===== src/rtl/srsw_pkg.sv =====
package srsw_pkg;

    localparam int SEQ_COUNT_DEF    = 8;
    localparam int PAYLOAD_BITS_DEF = 32;
    localparam int CHECKSUM_W       = 16;
    localparam int WIN_W            = 3;
    localparam logic [WIN_W-1:0] WIN_RESET = 3'd4;

    // Item codes carried on the mode field; the fourth code means nothing.
    typedef enum logic [1:0] {
        MODE_SEND    = 2'd0,
        MODE_ACK     = 2'd1,
        MODE_TIMEOUT = 2'd2
    } t_mode;

    typedef enum logic [3:0] {
        S_IDLE  = 4'b0001,
        S_SLIDE = 4'b0010,
        S_READ  = 4'b0100,
        S_DONE  = 4'b1000
    } t_state;

    // Single-bit flags of one result transaction.
    typedef struct packed {
        logic accepted;
        logic tx_valid;
        logic timer_start;
        logic timer_stop;
    } t_ctl;

endpackage


===== src/rtl/selective_repeat_sender_window_top.sv =====
// Selective-repeat ARQ sender window.
// Input channel (i_in_valid / o_in_ready) carries one event per transaction:
// a new packet to send, an acknowledgement, or a timer expiry, chosen by
// i_mode. Every input transaction yields exactly one result transaction on
// the output channel (o_out_valid / i_out_ready), which reports whether a
// send was taken, any packet to put on the network, any timer request and
// the window edges after the event.
// The configuration channel (i_cfg_valid / o_cfg_ready) writes the window
// size; it is always ready and is meant to be used only while the block is
// idle. A size of zero acts as one and sizes above half the sequence space
// act as half of it.
// A send, a corrupt ack or an ack outside the window goes straight from the
// idle state to the done state; a timeout first passes the read state (one
// read on the packet RAM) and an ack inside the window passes the slide
// state, which advances the base over each acked entry. Only one event is
// in the control unit at a time; the next is taken once its result leaves.
// The output register holds a finished result while the receiver stalls;
// the next event is accepted meanwhile and waits in the control unit. After
// reset the window is empty, base and next number are zero, the window size
// is four and the packet RAM holds no valid data until written by sends.
module selective_repeat_sender_window_top
    import srsw_pkg::*;
#(
    parameter int SEQ_COUNT    = SEQ_COUNT_DEF,
    parameter int PAYLOAD_BITS = PAYLOAD_BITS_DEF,
    parameter int SEQ_W        = $clog2(SEQ_COUNT)
) (
    input  logic                    i_clk,
    input  logic                    i_rst_n,
    input  logic                    i_cfg_valid,
    output logic                    o_cfg_ready,
    input  logic [WIN_W-1:0]        i_window_size,
    input  logic                    i_in_valid,
    output logic                    o_in_ready,
    input  logic [1:0]              i_mode,
    input  logic [PAYLOAD_BITS-1:0] i_payload,
    input  logic [CHECKSUM_W-1:0]   i_packet_checksum,
    input  logic [SEQ_W-1:0]        i_ack_seq,
    input  logic                    i_ack_good,
    input  logic [SEQ_W-1:0]        i_expired_seq,
    output logic                    o_out_valid,
    input  logic                    i_out_ready,
    output logic                    o_accepted,
    output logic                    o_tx_valid,
    output logic [SEQ_W-1:0]        o_tx_seq,
    output logic [PAYLOAD_BITS-1:0] o_tx_payload,
    output logic [CHECKSUM_W-1:0]   o_tx_checksum,
    output logic                    o_timer_start,
    output logic                    o_timer_stop,
    output logic [SEQ_W-1:0]        o_timer_seq,
    output logic [SEQ_W-1:0]        o_window_base,
    output logic [SEQ_W-1:0]        o_next_send_seq
);

    localparam int RAM_W = PAYLOAD_BITS + CHECKSUM_W;

    logic                    w_ram_we;
    logic [SEQ_W-1:0]        w_ram_waddr;
    logic [RAM_W-1:0]        w_ram_wdata;
    logic                    w_ram_re;
    logic [SEQ_W-1:0]        w_ram_raddr;
    logic [RAM_W-1:0]        w_ram_rdata;

    logic                    w_res_valid;
    logic                    w_res_ready;
    t_ctl                    w_res_ctl;
    logic [SEQ_W-1:0]        w_res_tx_seq;
    logic [PAYLOAD_BITS-1:0] w_res_payload;
    logic [CHECKSUM_W-1:0]   w_res_checksum;
    logic [SEQ_W-1:0]        w_res_timer_seq;
    logic [SEQ_W-1:0]        w_res_base;
    logic [SEQ_W-1:0]        w_res_next;

    logic                    r_out_valid;
    t_ctl                    r_out_ctl;
    logic [SEQ_W-1:0]        r_out_tx_seq;
    logic [PAYLOAD_BITS-1:0] r_out_payload;
    logic [CHECKSUM_W-1:0]   r_out_checksum;
    logic [SEQ_W-1:0]        r_out_timer_seq;
    logic [SEQ_W-1:0]        r_out_base;
    logic [SEQ_W-1:0]        r_out_next;
    logic                    w_load;

    // Payload and checksum of each outstanding packet, indexed by sequence number.
    srsw_ram #(
        .WIDTH (RAM_W),
        .DEPTH (SEQ_COUNT)
    ) u_ram (
        .i_clk   (i_clk),
        .i_we    (w_ram_we),
        .i_waddr (w_ram_waddr),
        .i_wdata (w_ram_wdata),
        .i_re    (w_ram_re),
        .i_raddr (w_ram_raddr),
        .o_rdata (w_ram_rdata)
    );

    srsw_ctrl #(
        .SEQ_COUNT    (SEQ_COUNT),
        .PAYLOAD_BITS (PAYLOAD_BITS),
        .SEQ_W        (SEQ_W),
        .RAM_W        (RAM_W)
    ) u_ctrl (
        .i_clk             (i_clk),
        .i_rst_n           (i_rst_n),
        .i_cfg_valid       (i_cfg_valid),
        .i_window_size     (i_window_size),
        .i_in_valid        (i_in_valid),
        .o_in_ready        (o_in_ready),
        .i_mode            (i_mode),
        .i_payload         (i_payload),
        .i_packet_checksum (i_packet_checksum),
        .i_ack_seq         (i_ack_seq),
        .i_ack_good        (i_ack_good),
        .i_expired_seq     (i_expired_seq),
        .o_ram_we          (w_ram_we),
        .o_ram_waddr       (w_ram_waddr),
        .o_ram_wdata       (w_ram_wdata),
        .o_ram_re          (w_ram_re),
        .o_ram_raddr       (w_ram_raddr),
        .i_ram_rdata       (w_ram_rdata),
        .o_res_valid       (w_res_valid),
        .i_res_ready       (w_res_ready),
        .o_res_ctl         (w_res_ctl),
        .o_res_tx_seq      (w_res_tx_seq),
        .o_res_payload     (w_res_payload),
        .o_res_checksum    (w_res_checksum),
        .o_res_timer_seq   (w_res_timer_seq),
        .o_res_base        (w_res_base),
        .o_res_next        (w_res_next)
    );

    // The output register takes a new result whenever it is empty or is
    // being drained in the same cycle.
    assign w_res_ready = !r_out_valid || i_out_ready;
    assign w_load      = w_res_valid && w_res_ready;

    always_ff @(posedge i_clk) begin
        if (!i_rst_n) begin
            r_out_valid <= 1'b0;
        end else if (w_res_ready) begin
            r_out_valid <= w_res_valid;
        end
    end

    always_ff @(posedge i_clk) begin
        if (w_load) begin
            r_out_ctl       <= w_res_ctl;
            r_out_tx_seq    <= w_res_tx_seq;
            r_out_payload   <= w_res_payload;
            r_out_checksum  <= w_res_checksum;
            r_out_timer_seq <= w_res_timer_seq;
            r_out_base      <= w_res_base;
            r_out_next      <= w_res_next;
        end
    end

    assign o_cfg_ready     = 1'b1;
    assign o_out_valid     = r_out_valid;
    assign o_accepted      = r_out_ctl.accepted;
    assign o_tx_valid      = r_out_ctl.tx_valid;
    assign o_timer_start   = r_out_ctl.timer_start;
    assign o_timer_stop    = r_out_ctl.timer_stop;
    assign o_tx_seq        = r_out_tx_seq;
    assign o_tx_payload    = r_out_payload;
    assign o_tx_checksum   = r_out_checksum;
    assign o_timer_seq     = r_out_timer_seq;
    assign o_window_base   = r_out_base;
    assign o_next_send_seq = r_out_next;

endmodule


===== src/rtl/srsw_ram.sv =====
module srsw_ram #(
    parameter int WIDTH = 8,
    parameter int DEPTH = 8
) (
    input  logic                     i_clk,
    input  logic                     i_we,
    input  logic [$clog2(DEPTH)-1:0] i_waddr,
    input  logic [WIDTH-1:0]         i_wdata,
    input  logic                     i_re,
    input  logic [$clog2(DEPTH)-1:0] i_raddr,
    output logic [WIDTH-1:0]         o_rdata
);

    logic [WIDTH-1:0] r_mem [DEPTH];
    logic [WIDTH-1:0] r_rdata;

    always_ff @(posedge i_clk) begin
        if (i_we) begin
            r_mem[i_waddr] <= i_wdata;
        end
        if (i_re) begin
            r_rdata <= r_mem[i_raddr];
        end
    end

    assign o_rdata = r_rdata;

endmodule


===== src/rtl/srsw_ctrl.sv =====
module srsw_ctrl
    import srsw_pkg::*;
#(
    parameter int SEQ_COUNT    = SEQ_COUNT_DEF,
    parameter int PAYLOAD_BITS = PAYLOAD_BITS_DEF,
    parameter int SEQ_W        = $clog2(SEQ_COUNT),
    parameter int RAM_W        = PAYLOAD_BITS + CHECKSUM_W
) (
    input  logic                    i_clk,
    input  logic                    i_rst_n,
    input  logic                    i_cfg_valid,
    input  logic [WIN_W-1:0]        i_window_size,
    input  logic                    i_in_valid,
    output logic                    o_in_ready,
    input  logic [1:0]              i_mode,
    input  logic [PAYLOAD_BITS-1:0] i_payload,
    input  logic [CHECKSUM_W-1:0]   i_packet_checksum,
    input  logic [SEQ_W-1:0]        i_ack_seq,
    input  logic                    i_ack_good,
    input  logic [SEQ_W-1:0]        i_expired_seq,
    output logic                    o_ram_we,
    output logic [SEQ_W-1:0]        o_ram_waddr,
    output logic [RAM_W-1:0]        o_ram_wdata,
    output logic                    o_ram_re,
    output logic [SEQ_W-1:0]        o_ram_raddr,
    input  logic [RAM_W-1:0]        i_ram_rdata,
    output logic                    o_res_valid,
    input  logic                    i_res_ready,
    output t_ctl                    o_res_ctl,
    output logic [SEQ_W-1:0]        o_res_tx_seq,
    output logic [PAYLOAD_BITS-1:0] o_res_payload,
    output logic [CHECKSUM_W-1:0]   o_res_checksum,
    output logic [SEQ_W-1:0]        o_res_timer_seq,
    output logic [SEQ_W-1:0]        o_res_base,
    output logic [SEQ_W-1:0]        o_res_next
);

    localparam logic [SEQ_W:0]   SEQ_CNT_V = (SEQ_W+1)'(SEQ_COUNT);
    localparam logic [SEQ_W:0]   HALF_V    = (SEQ_W+1)'(SEQ_COUNT / 2);
    localparam logic [SEQ_W-1:0] SEQ_LAST  = SEQ_W'(SEQ_COUNT - 1);

    function automatic logic [SEQ_W-1:0] f_inc(input logic [SEQ_W-1:0] s);
        f_inc = (s == SEQ_LAST) ? '0 : s + 1'b1;
    endfunction

    // Distance from b forward to a, modulo the sequence space.
    function automatic logic [SEQ_W-1:0] f_dist(input logic [SEQ_W-1:0] a,
                                                input logic [SEQ_W-1:0] b);
        logic [SEQ_W:0] d;
        d = {1'b0, a} - {1'b0, b};
        if (a < b) begin
            d = d + SEQ_CNT_V;
        end
        f_dist = d[SEQ_W-1:0];
    endfunction

    t_state                  r_state, n_state;
    logic [SEQ_W-1:0]        r_base, n_base;
    logic [SEQ_W-1:0]        r_next, n_next;
    logic [SEQ_COUNT-1:0]    r_acked, n_acked;
    logic [WIN_W-1:0]        r_win;
    t_ctl                    r_ctl, n_ctl;
    logic [SEQ_W-1:0]        r_tx_seq, n_tx_seq;
    logic [PAYLOAD_BITS-1:0] r_payload, n_payload;
    logic [CHECKSUM_W-1:0]   r_checksum, n_checksum;
    logic [SEQ_W-1:0]        r_timer_seq, n_timer_seq;
    logic [SEQ_W-1:0]        r_out_base, n_out_base;
    logic [SEQ_W-1:0]        r_out_next, n_out_next;

    logic [SEQ_W:0]   w_win_ext;
    logic [SEQ_W:0]   w_eff;
    logic [SEQ_W:0]   w_sum;
    logic [SEQ_W:0]   w_limit;
    logic             w_full;
    logic             w_in_win;
    logic [SEQ_W:0]   w_exp_ext;
    logic [SEQ_W-1:0] w_exp;

    always_comb begin
        w_win_ext = (SEQ_W+1)'(r_win);
        if (w_win_ext == '0) begin
            w_eff = (SEQ_W+1)'(1);
        end else if (w_win_ext > HALF_V) begin
            w_eff = HALF_V;
        end else begin
            w_eff = w_win_ext;
        end
        w_sum   = {1'b0, r_base} + w_eff;
        w_limit = (w_sum >= SEQ_CNT_V) ? w_sum - SEQ_CNT_V : w_sum;
        w_full  = (w_limit[SEQ_W-1:0] == r_next);

        w_in_win = ({1'b0, i_ack_seq} < SEQ_CNT_V)
                && (f_dist(i_ack_seq, r_base) < f_dist(r_next, r_base));

        w_exp_ext = {1'b0, i_expired_seq};
        if (w_exp_ext >= SEQ_CNT_V) begin
            w_exp_ext = w_exp_ext - SEQ_CNT_V;
        end
        w_exp = w_exp_ext[SEQ_W-1:0];
    end

    always_comb begin
        n_state     = r_state;
        n_base      = r_base;
        n_next      = r_next;
        n_acked     = r_acked;
        n_ctl       = r_ctl;
        n_tx_seq    = r_tx_seq;
        n_payload   = r_payload;
        n_checksum  = r_checksum;
        n_timer_seq = r_timer_seq;
        n_out_base  = r_out_base;
        n_out_next  = r_out_next;
        o_ram_we    = 1'b0;
        o_ram_waddr = r_next;
        o_ram_wdata = {i_packet_checksum, i_payload};
        o_ram_re    = 1'b0;
        o_ram_raddr = w_exp;

        unique case (r_state)
            S_IDLE: begin
                if (i_in_valid) begin
                    n_ctl       = '0;
                    n_tx_seq    = '0;
                    n_payload   = '0;
                    n_checksum  = '0;
                    n_timer_seq = '0;
                    n_out_base  = r_base;
                    n_out_next  = r_next;
                    n_state     = S_DONE;
                    case (t_mode'(i_mode))
                        MODE_SEND: begin
                            if (!w_full) begin
                                o_ram_we          = 1'b1;
                                n_ctl.accepted    = 1'b1;
                                n_ctl.tx_valid    = 1'b1;
                                n_ctl.timer_start = 1'b1;
                                n_tx_seq          = r_next;
                                n_timer_seq       = r_next;
                                n_payload         = i_payload;
                                n_checksum        = i_packet_checksum;
                                n_next            = f_inc(r_next);
                                n_out_next        = f_inc(r_next);
                            end
                        end
                        MODE_ACK: begin
                            if (i_ack_good) begin
                                n_ctl.timer_stop = 1'b1;
                                n_timer_seq      = i_ack_seq;
                                if (w_in_win) begin
                                    n_acked[i_ack_seq] = 1'b1;
                                    n_state            = S_SLIDE;
                                end
                            end
                        end
                        MODE_TIMEOUT: begin
                            o_ram_re          = 1'b1;
                            n_ctl.tx_valid    = 1'b1;
                            n_ctl.timer_start = 1'b1;
                            n_tx_seq          = w_exp;
                            n_timer_seq       = w_exp;
                            n_state           = S_READ;
                        end
                        default: begin
                        end
                    endcase
                end
            end
            S_SLIDE: begin
                if (r_acked[r_base]) begin
                    n_acked[r_base] = 1'b0;
                    n_base          = f_inc(r_base);
                end else begin
                    n_out_base = r_base;
                    n_state    = S_DONE;
                end
            end
            S_READ: begin
                n_payload  = i_ram_rdata[PAYLOAD_BITS-1:0];
                n_checksum = i_ram_rdata[RAM_W-1:PAYLOAD_BITS];
                n_state    = S_DONE;
            end
            S_DONE: begin
                if (i_res_ready) begin
                    n_state = S_IDLE;
                end
            end
            default: begin
                n_state = S_IDLE;
            end
        endcase
    end

    always_ff @(posedge i_clk) begin
        if (!i_rst_n) begin
            r_state <= S_IDLE;
            r_base  <= '0;
            r_next  <= '0;
            r_acked <= '0;
            r_win   <= WIN_RESET;
        end else begin
            r_state <= n_state;
            r_base  <= n_base;
            r_next  <= n_next;
            r_acked <= n_acked;
            if (i_cfg_valid) begin
                r_win <= i_window_size;
            end
        end
    end

    always_ff @(posedge i_clk) begin
        r_ctl       <= n_ctl;
        r_tx_seq    <= n_tx_seq;
        r_payload   <= n_payload;
        r_checksum  <= n_checksum;
        r_timer_seq <= n_timer_seq;
        r_out_base  <= n_out_base;
        r_out_next  <= n_out_next;
    end

    assign o_in_ready      = (r_state == S_IDLE);
    assign o_res_valid     = (r_state == S_DONE);
    assign o_res_ctl       = r_ctl;
    assign o_res_tx_seq    = r_tx_seq;
    assign o_res_payload   = r_payload;
    assign o_res_checksum  = r_checksum;
    assign o_res_timer_seq = r_timer_seq;
    assign o_res_base      = r_out_base;
    assign o_res_next      = r_out_next;

endmodule


===== config.mk =====
export PLATFORM = sky130hd
export DESIGN_NAME = selective_repeat_sender_window_top
export DESIGN_NICKNAME = d
export VERILOG_FILES = /design/src/rtl/srsw_pkg.sv /design/src/rtl/selective_repeat_sender_window_top.sv /design/src/rtl/srsw_ram.sv /design/src/rtl/srsw_ctrl.sv
export SDC_FILE = /design/constraint.sdc
export NUM_CORES = 1
export LEC_CHECK = 0
export BUFFER_PORTS_ARGS = -buffer_cell sky130_fd_sc_hd__buf_4
export CORE_AREA = 2 2 265 215
export CTS_CLUSTER_SIZE = 40
export DETAILED_ROUTE_END_ITERATION = 10
export DIE_AREA = 0 0 267 217
export PLACE_DENSITY = 0.67
export SLEW_MARGIN = 20
export SYNTH_ARGS = -nofsm -noshare
export SYNTH_HDL_FRONTEND = slang
export SYNTH_SLANG_ARGS = --single-unit

===== constraint.sdc =====
create_clock -name i_clk -period 8.1 [get_ports i_clk]
set_clock_uncertainty 0.05 [all_clocks]
set_input_delay 1.62 -clock i_clk [delete_from_list [all_inputs] [get_ports i_clk]]
set_output_delay 1.62 -clock i_clk [all_outputs]
set_load 0.02 [all_outputs]

## Word-level counts from Yosys, hierarchy flattened

Memory sizes are Yosys's and may differ from the RTL's. A register that Yosys moved wholly into a read port is not among the register bits.
Cells that the tools add are included.

- Bitwise operators: 3
- Order comparisons: 9
- Equality and inequality tests: 16
- $add $sub $neg: 8
- Reductions and logical operators: 15
- Mux-type cells: 55

Operator list:

| cell | number |
|---|---|
| 32-bit two-way mux | 3 |
| 32-bit case mux with 2 select lines | 1 |
| 16-bit two-way mux | 3 |
| 3-bit two-way mux | 14 |
| 8-bit two-way mux | 5 |
| 16-bit case mux with 2 select lines | 1 |
| 4-bit two-way mux | 5 |
| 4-bit case mux with 4 select lines | 1 |
| 8-bit case mux with 2 select lines | 1 |
| 1-bit two-way mux | 13 |
| 3-bit by 1-bit adder with 3-bit output, second input constant | 4 |
| 3-bit case mux with 2 select lines | 2 |
| 2-bit by 1-bit != test with 1-bit output, second input constant | 5 |
| 3-bit < comparator | 3 |
| 3-bit case mux with 3 select lines | 1 |
| 8-bit bitwise AND | 1 |
| 3-bit by 4-bit < comparator with 1-bit output, second input constant | 2 |
| 8-bit inverter | 1 |
| 8-bit bitwise OR | 1 |
| 4-bit case mux with 2 select lines | 1 |
| 1-bit demux with 3-bit select | 2 |
| 3-bit == test, second input constant | 2 |
| 3-bit by 1-bit >= comparator with 1-bit output, second input constant | 2 |
| 2-bit AND reduction | 3 |
| other kinds (23) | 29 |

- Memories: 1
- Word-level logic and storage cells: 133
- Flip-flop bits (word level): 150
- Input bits: 65
- Output and inout bits: 67
- Bits in writable memories: 384

Memories:

| name | words | width | read ports | clocked after Yosys merged registers in | write ports | line | text |
|---|---|---|---|---|---|---|---|
| u_ram.r_mem | 8 | 48 | 1 | 1 | 1 | srsw_ram.sv:14 | `logic [WIDTH-1:0] r_mem [DEPTH];` |

## Depth between registers and ports, before layout

- Word-level depth: 13
- Mapped depth: 12
- Gate-level depth less buffers: 10

## Hierarchy

A second synthesis with hierarchy kept.

- Cell total of the unflattened synthesis: 1065
- Area total of the unflattened synthesis: 22550.4 um^2

By module, submodules not included:

| module | area each (um^2) | times used | cells an instance |
|---|---|---|---|
| srsw_ram | 16100.4 | 1 | 616 |
| srsw_ctrl | 4459.3 | 1 | 378 |
| selective_repeat_sender_window_top | 1990.7 | 1 | 71 |

## Least setup slack after synthesis

Ideal clock, no wire load.

- Path kind: input to register
- Start point: in i_mode[0]
- End point: mem u_ram.r_mem[4][0] in the netlist's numbering (enable)
- Library setup time: 0.573 ns
- Data arrival time: 6.781 ns
- Cell stages on the path: 5
- Setup slack: 0.696 ns
- Buffers on the path: 0
- Cells stage by stage: inv_1 -> ha_1 -> o31a_1 -> nand2_1 -> nor4_1

- Word-level cells in the longest chain between the ends: 6

Ends and longest elaborated chain:

| item | line | text |
|---|---|---|
| start: declaration | selective_repeat_sender_window_top.sv:35 | `input logic [1:0] i_mode,` |
| 2-bit zero test | srsw_ctrl.sv:131 | `case (t_mode'(i_mode))` |
| 1-bit two-way mux | srsw_ctrl.sv:131 |  |
| 1-bit two-way mux | srsw_ctrl.sv:122 | `if (i_in_valid) begin` |
| 1-bit two-way mux | srsw_ctrl.sv:120 | `unique case (r_state)` |
| 1-bit two-way mux | srsw_ram.sv:18 | `if (i_we) begin` |
| 1-bit two-way mux (implied by the code) | srsw_ram.sv:19 | `r_mem[i_waddr] <= i_wdata;` |
| end: declaration | srsw_ram.sv:14 |  |

Every way passes these cells.

## Worst setup path in the final report

- Start point: reg u_ctrl.r_base[0]
- End point: mem u_ram.r_mem[1][19] in the netlist's numbering (enable)

- Word-level cells in the longest chain between the ends: 10
- Elaborated cells between the ends (all ways): 11
- Those cells by class: 2 x add/sub; 1 x order compare; 1 x eq/ne; 7 x mux

Ends and longest elaborated chain:

| item | line | text |
|---|---|---|
| start: declaration | srsw_ctrl.sv:58 | `logic [SEQ_W-1:0] r_base, n_base;` |
| start signal: assignment | srsw_ctrl.sv:203 | `r_base <= n_base;` |
| 3-bit by 3-bit adder with 4-bit output * | srsw_ctrl.sv:88 | `w_sum = {1'b0, r_base} + w_eff;` |
| 4-bit >= comparator / 3-bit by 1-bit subtractor with 3-bit output (equally long branches) | srsw_ctrl.sv:89 | `w_limit = (w_sum >= SEQ_CNT_V) ? w_sum - SEQ_CNT_V : w_sum;` |
| 3-bit two-way mux * | srsw_ctrl.sv:89 |  |
| 3-bit == test * | srsw_ctrl.sv:90 | `w_full = (w_limit[SEQ_W-1:0] == r_next);` |
| 1-bit two-way mux * | srsw_ctrl.sv:133 | `if (!w_full) begin` |
| 1-bit two-way mux * | srsw_ctrl.sv:131 |  |
| 1-bit two-way mux * | srsw_ctrl.sv:122 |  |
| 1-bit two-way mux * | srsw_ctrl.sv:120 |  |
| 1-bit two-way mux * | srsw_ram.sv:18 |  |
| 1-bit two-way mux (implied by the code) * | srsw_ram.sv:19 |  |

Every way passes the cells marked *; elsewhere a longest branch is shown, timed or not.

==> flow_metrics.tcl <==
set metrics [dict create \
    status "finished, final reports clean" \
    power_frac_comb_pct 4.3 \
    grt_max_degree 76 \
    p_sw_w 0.00127 \
    final_cells 1944 \
    wl_per_cell_um 22.8 \
    ys_ff_latch 580 \
    ios 132 \
    synth.distinct_cells 49 \
    core_sq_um 55700 \
    place_inst 1843 \
    internal_power_w 0.00499 \
    fmax_mhz 230 \
    drtIter0Drc 983 \
    io_buffers 130 \
    grt_antenna_before_repair 3 \
    drive_above_1_share_pct 33.2 \
    syn_to_final_growth_pct 16.6 \
    power_leakage_nw 8.28 \
    postCtsSetupRepairBufs 0 \
    clkPwrFrac_pct 41.7 \
    synth_area_leaders "edfxtp_1, mux4_2, mux2_2" \
    ant_nets 0 \
    dpl.hpwl_um 23400 \
    fill_cells 4642 \
    synth-compound-area-share_pct 3.16 \
    syn-num-nets 1075 \
    syn_area_sq_um 21900 \
    timing.final.crit_share_pct 53.6 \
    ys_async_sr_fraction_pct 0 \
    cts_sinks 580 \
    tightestPinTransition_ns 0.990 \
    ir_drop_mv 0.168 \
    htreeDepth 2 \
    pre_cts_slack_ns 3.39 \
    gr-total-overflow 0 \
    slew_headroom_pct 34.0 \
    arrival_ns 4.52 \
    clockRootBuffer "clkbuf_16" \
    synth_cells 994 \
    rsz0062_at_grt "false" \
    hold_viol_final 0 \
    final_common_cell "edfxtp_1" \
    synthAdderAreaFrac_pct 1.02 \
    synth_top_area_cell "edfxtp_1" \
    clk_pin_slew_ns 0.06 \
    ff_latch_area_sq_um 17200 \
    holdBufCountCts 0 \
    dr.pass1.iters 5 \
    dieWidth_um 267 \
    grt_pass1_wl_um 66500 \
    start_util_pct 39.2 \
    max_stage_delay_ns 0.74 \
    gp_congestion 0.759 \
    wirelength_um 44300 \
    cts_tree "built" \
    start_kind "flop" \
    critPathRequiredTime_ns 8.28 \
    final_util_pct 45.8 \
    drcViolationCount 0 \
    crit_path_top_delay_cell "buf_4" \
    multi_input_area_sq_um 4410 \
    hold_path.class "flop to flop" \
    cts.repair.resized 0 \
    fin_crit_ns 4.34 \
    power_frac_seq_pct 54.0 \
    setup_slack_ns 3.76 \
    finalSetupViolCount 0 \
    muxShareOfSynthArea_pct 13.3 \
    cts_made_buffers 54 \
    synth_simple_gate_area_share_pct 1.95 \
    synth_edf_count 558 \
    end_kind "flop" \
    avgViaCountPerCell 5.20 \
    seq_area_frac_synth_pct 78.7 \
    fp.dieArea_sq_um 57900 \
    synthDominantCellAreaShare_pct 76.6 \
    clk_latency_ns 0.61 \
    ys_warn_count 0 \
    drv_cap 0 \
    rows 78 \
    ys.flop_type "edfxtp_1" \
    worst-path-max-fanout 42 \
    syn_avg_cell_area_sq_um 22.0 \
    setup-tns-final_ns 0 \
    layout_common_cells "edfxtp_1, buf_4, mux4_2" \
    switching_share_pct 20.3 \
    crit_path_cell_trace "ha_1 > inv_1 > fa_1 > xor2_1 > xnor2_1 > o31a_1 > nand2_1 > nor4_2 > buf_4" \
    first_global_vias 10600 \
    path_class "flop to flop" \
    dieHeight_um 217 \
    powerDensity_nw_per_um2 245 \
    grtUsageTotal_pct 15.4 \
    synth-xor-area-share_pct 0.395 \
    slew_viol_final 0 \
    vias 10100 \
    clockBufferDepth 3 \
    nets 1220 \
    synth_top_family_by_area "multiplexers" \
]
[cells in the mapped netlist, types with 3 or more instances]
library cell / n
a22o_1: 51
buf_4: 7
nand2b_1: 8
nor4_1: 6
nor2_1: 11
nor3_1: 6
mux2i_1: 18
edfxtp_1: 558
fa_1: 3
nor2b_1: 6
xor2_1: 4
inv_1: 13
o21ai_0: 5
dfxtp_1: 22
a222oi_1: 3
nand2_1: 21
a31o_2: 3
clkbuf_1: 26
and2_1: 3
buf_6: 3
buf_2: 15
ha_1: 13
mux4_2: 97
mux2_2: 49
or2_2: 4
o221ai_1: 8
xnor2_1: 4
[registers in the layout, indices dropped and copies added (netlist names), 4 cells and up]
| signal | count |
|---|---|
| u_ram.r_mem | 384 |
| u_ram.o_rdata | 48 |
| o_tx_payload | 32 |
| u_ctrl.o_res_payload | 32 |
| o_tx_checksum | 16 |
| u_ctrl.o_res_checksum | 16 |
| u_ctrl.r_acked | 8 |
| u_ctrl.r_state | 4 |
[final timing paths]
path	from	end	slack (ns)	cells after the start
max	u_ctrl.r_base[0]	u_ram.r_mem[1][19]	3.76	9
min	u_ctrl.o_res_checksum[13]	o_tx_checksum[13]	0.37	0
max reg2reg	u_ctrl.r_base[0]	u_ram.r_mem[1][19]	3.76	9
min reg2reg	u_ctrl.o_res_checksum[13]	o_tx_checksum[13]	0.37	0
[layout make-up]
class                      count  area share (%)
sequential                   580            67.4
clock buffer                  65            5.46
inverter                      13           0.191
tap                          760            3.73
clock inverter                34            1.63
antenna                        2          0.0196
timing repair buffer         143            4.24
multi-input combinational    347            17.3
[power groups by stage]
stage                     Sequential, W  Clock (W)  Combinational [W]
after CTS                       0.00338    0.00267           0.000276
after floorplan                 0.00344          0           0.000156
final                           0.00338    0.00261           0.000270
after global placement          0.00344          0           0.000268
after global routing            0.00338    0.00279           0.000295
after detailed placement        0.00344          0           0.000275
[through the flow]
step	hold slack, ns	power (W)	cell area (sq um)
6_report	0.368	0.00626	25500
5_1_grt	0.375	0.00646	25500
4_1_cts	0.366	0.00633	25500
3_5_place_dp	0.355	0.00372	23700
3_3_place_gp	0.352	0.00371	23700
2_1_floorplan	0.350	0.00360	21900
[cells by family after synthesis]
kind of cell	after synthesis
compound gates	82
flops	580
mux	164
xor+xnor	9
fa+ha+maj	16
buf+inv	67
other cells	1
simple gates	75
[critical path: cells and delay by family (launching register included)]
| family | cells | cell delay (ns) |
|---|---|---|
| and+or+nand+nor | 2 | 1.00 |
| buffers and inverters | 2 | 0.80 |
| DFF | 1 | 0.64 |
| adders and majority gates | 2 | 0.62 |
| AOI/OAI and AO/OA | 1 | 0.47 |
| xor gates and xnor gates | 2 | 0.34 |
[per-layer routing]
layer	track usage, %	vias to the layer above	routed length [um]
li1	-	4415	-
met1	21.7	5342	20000
met2	24.4	277	20800
met3	3.36	66	2520
met4	4.36	4	902
met5	0	-	30
(Power assumes the default switching activity.)
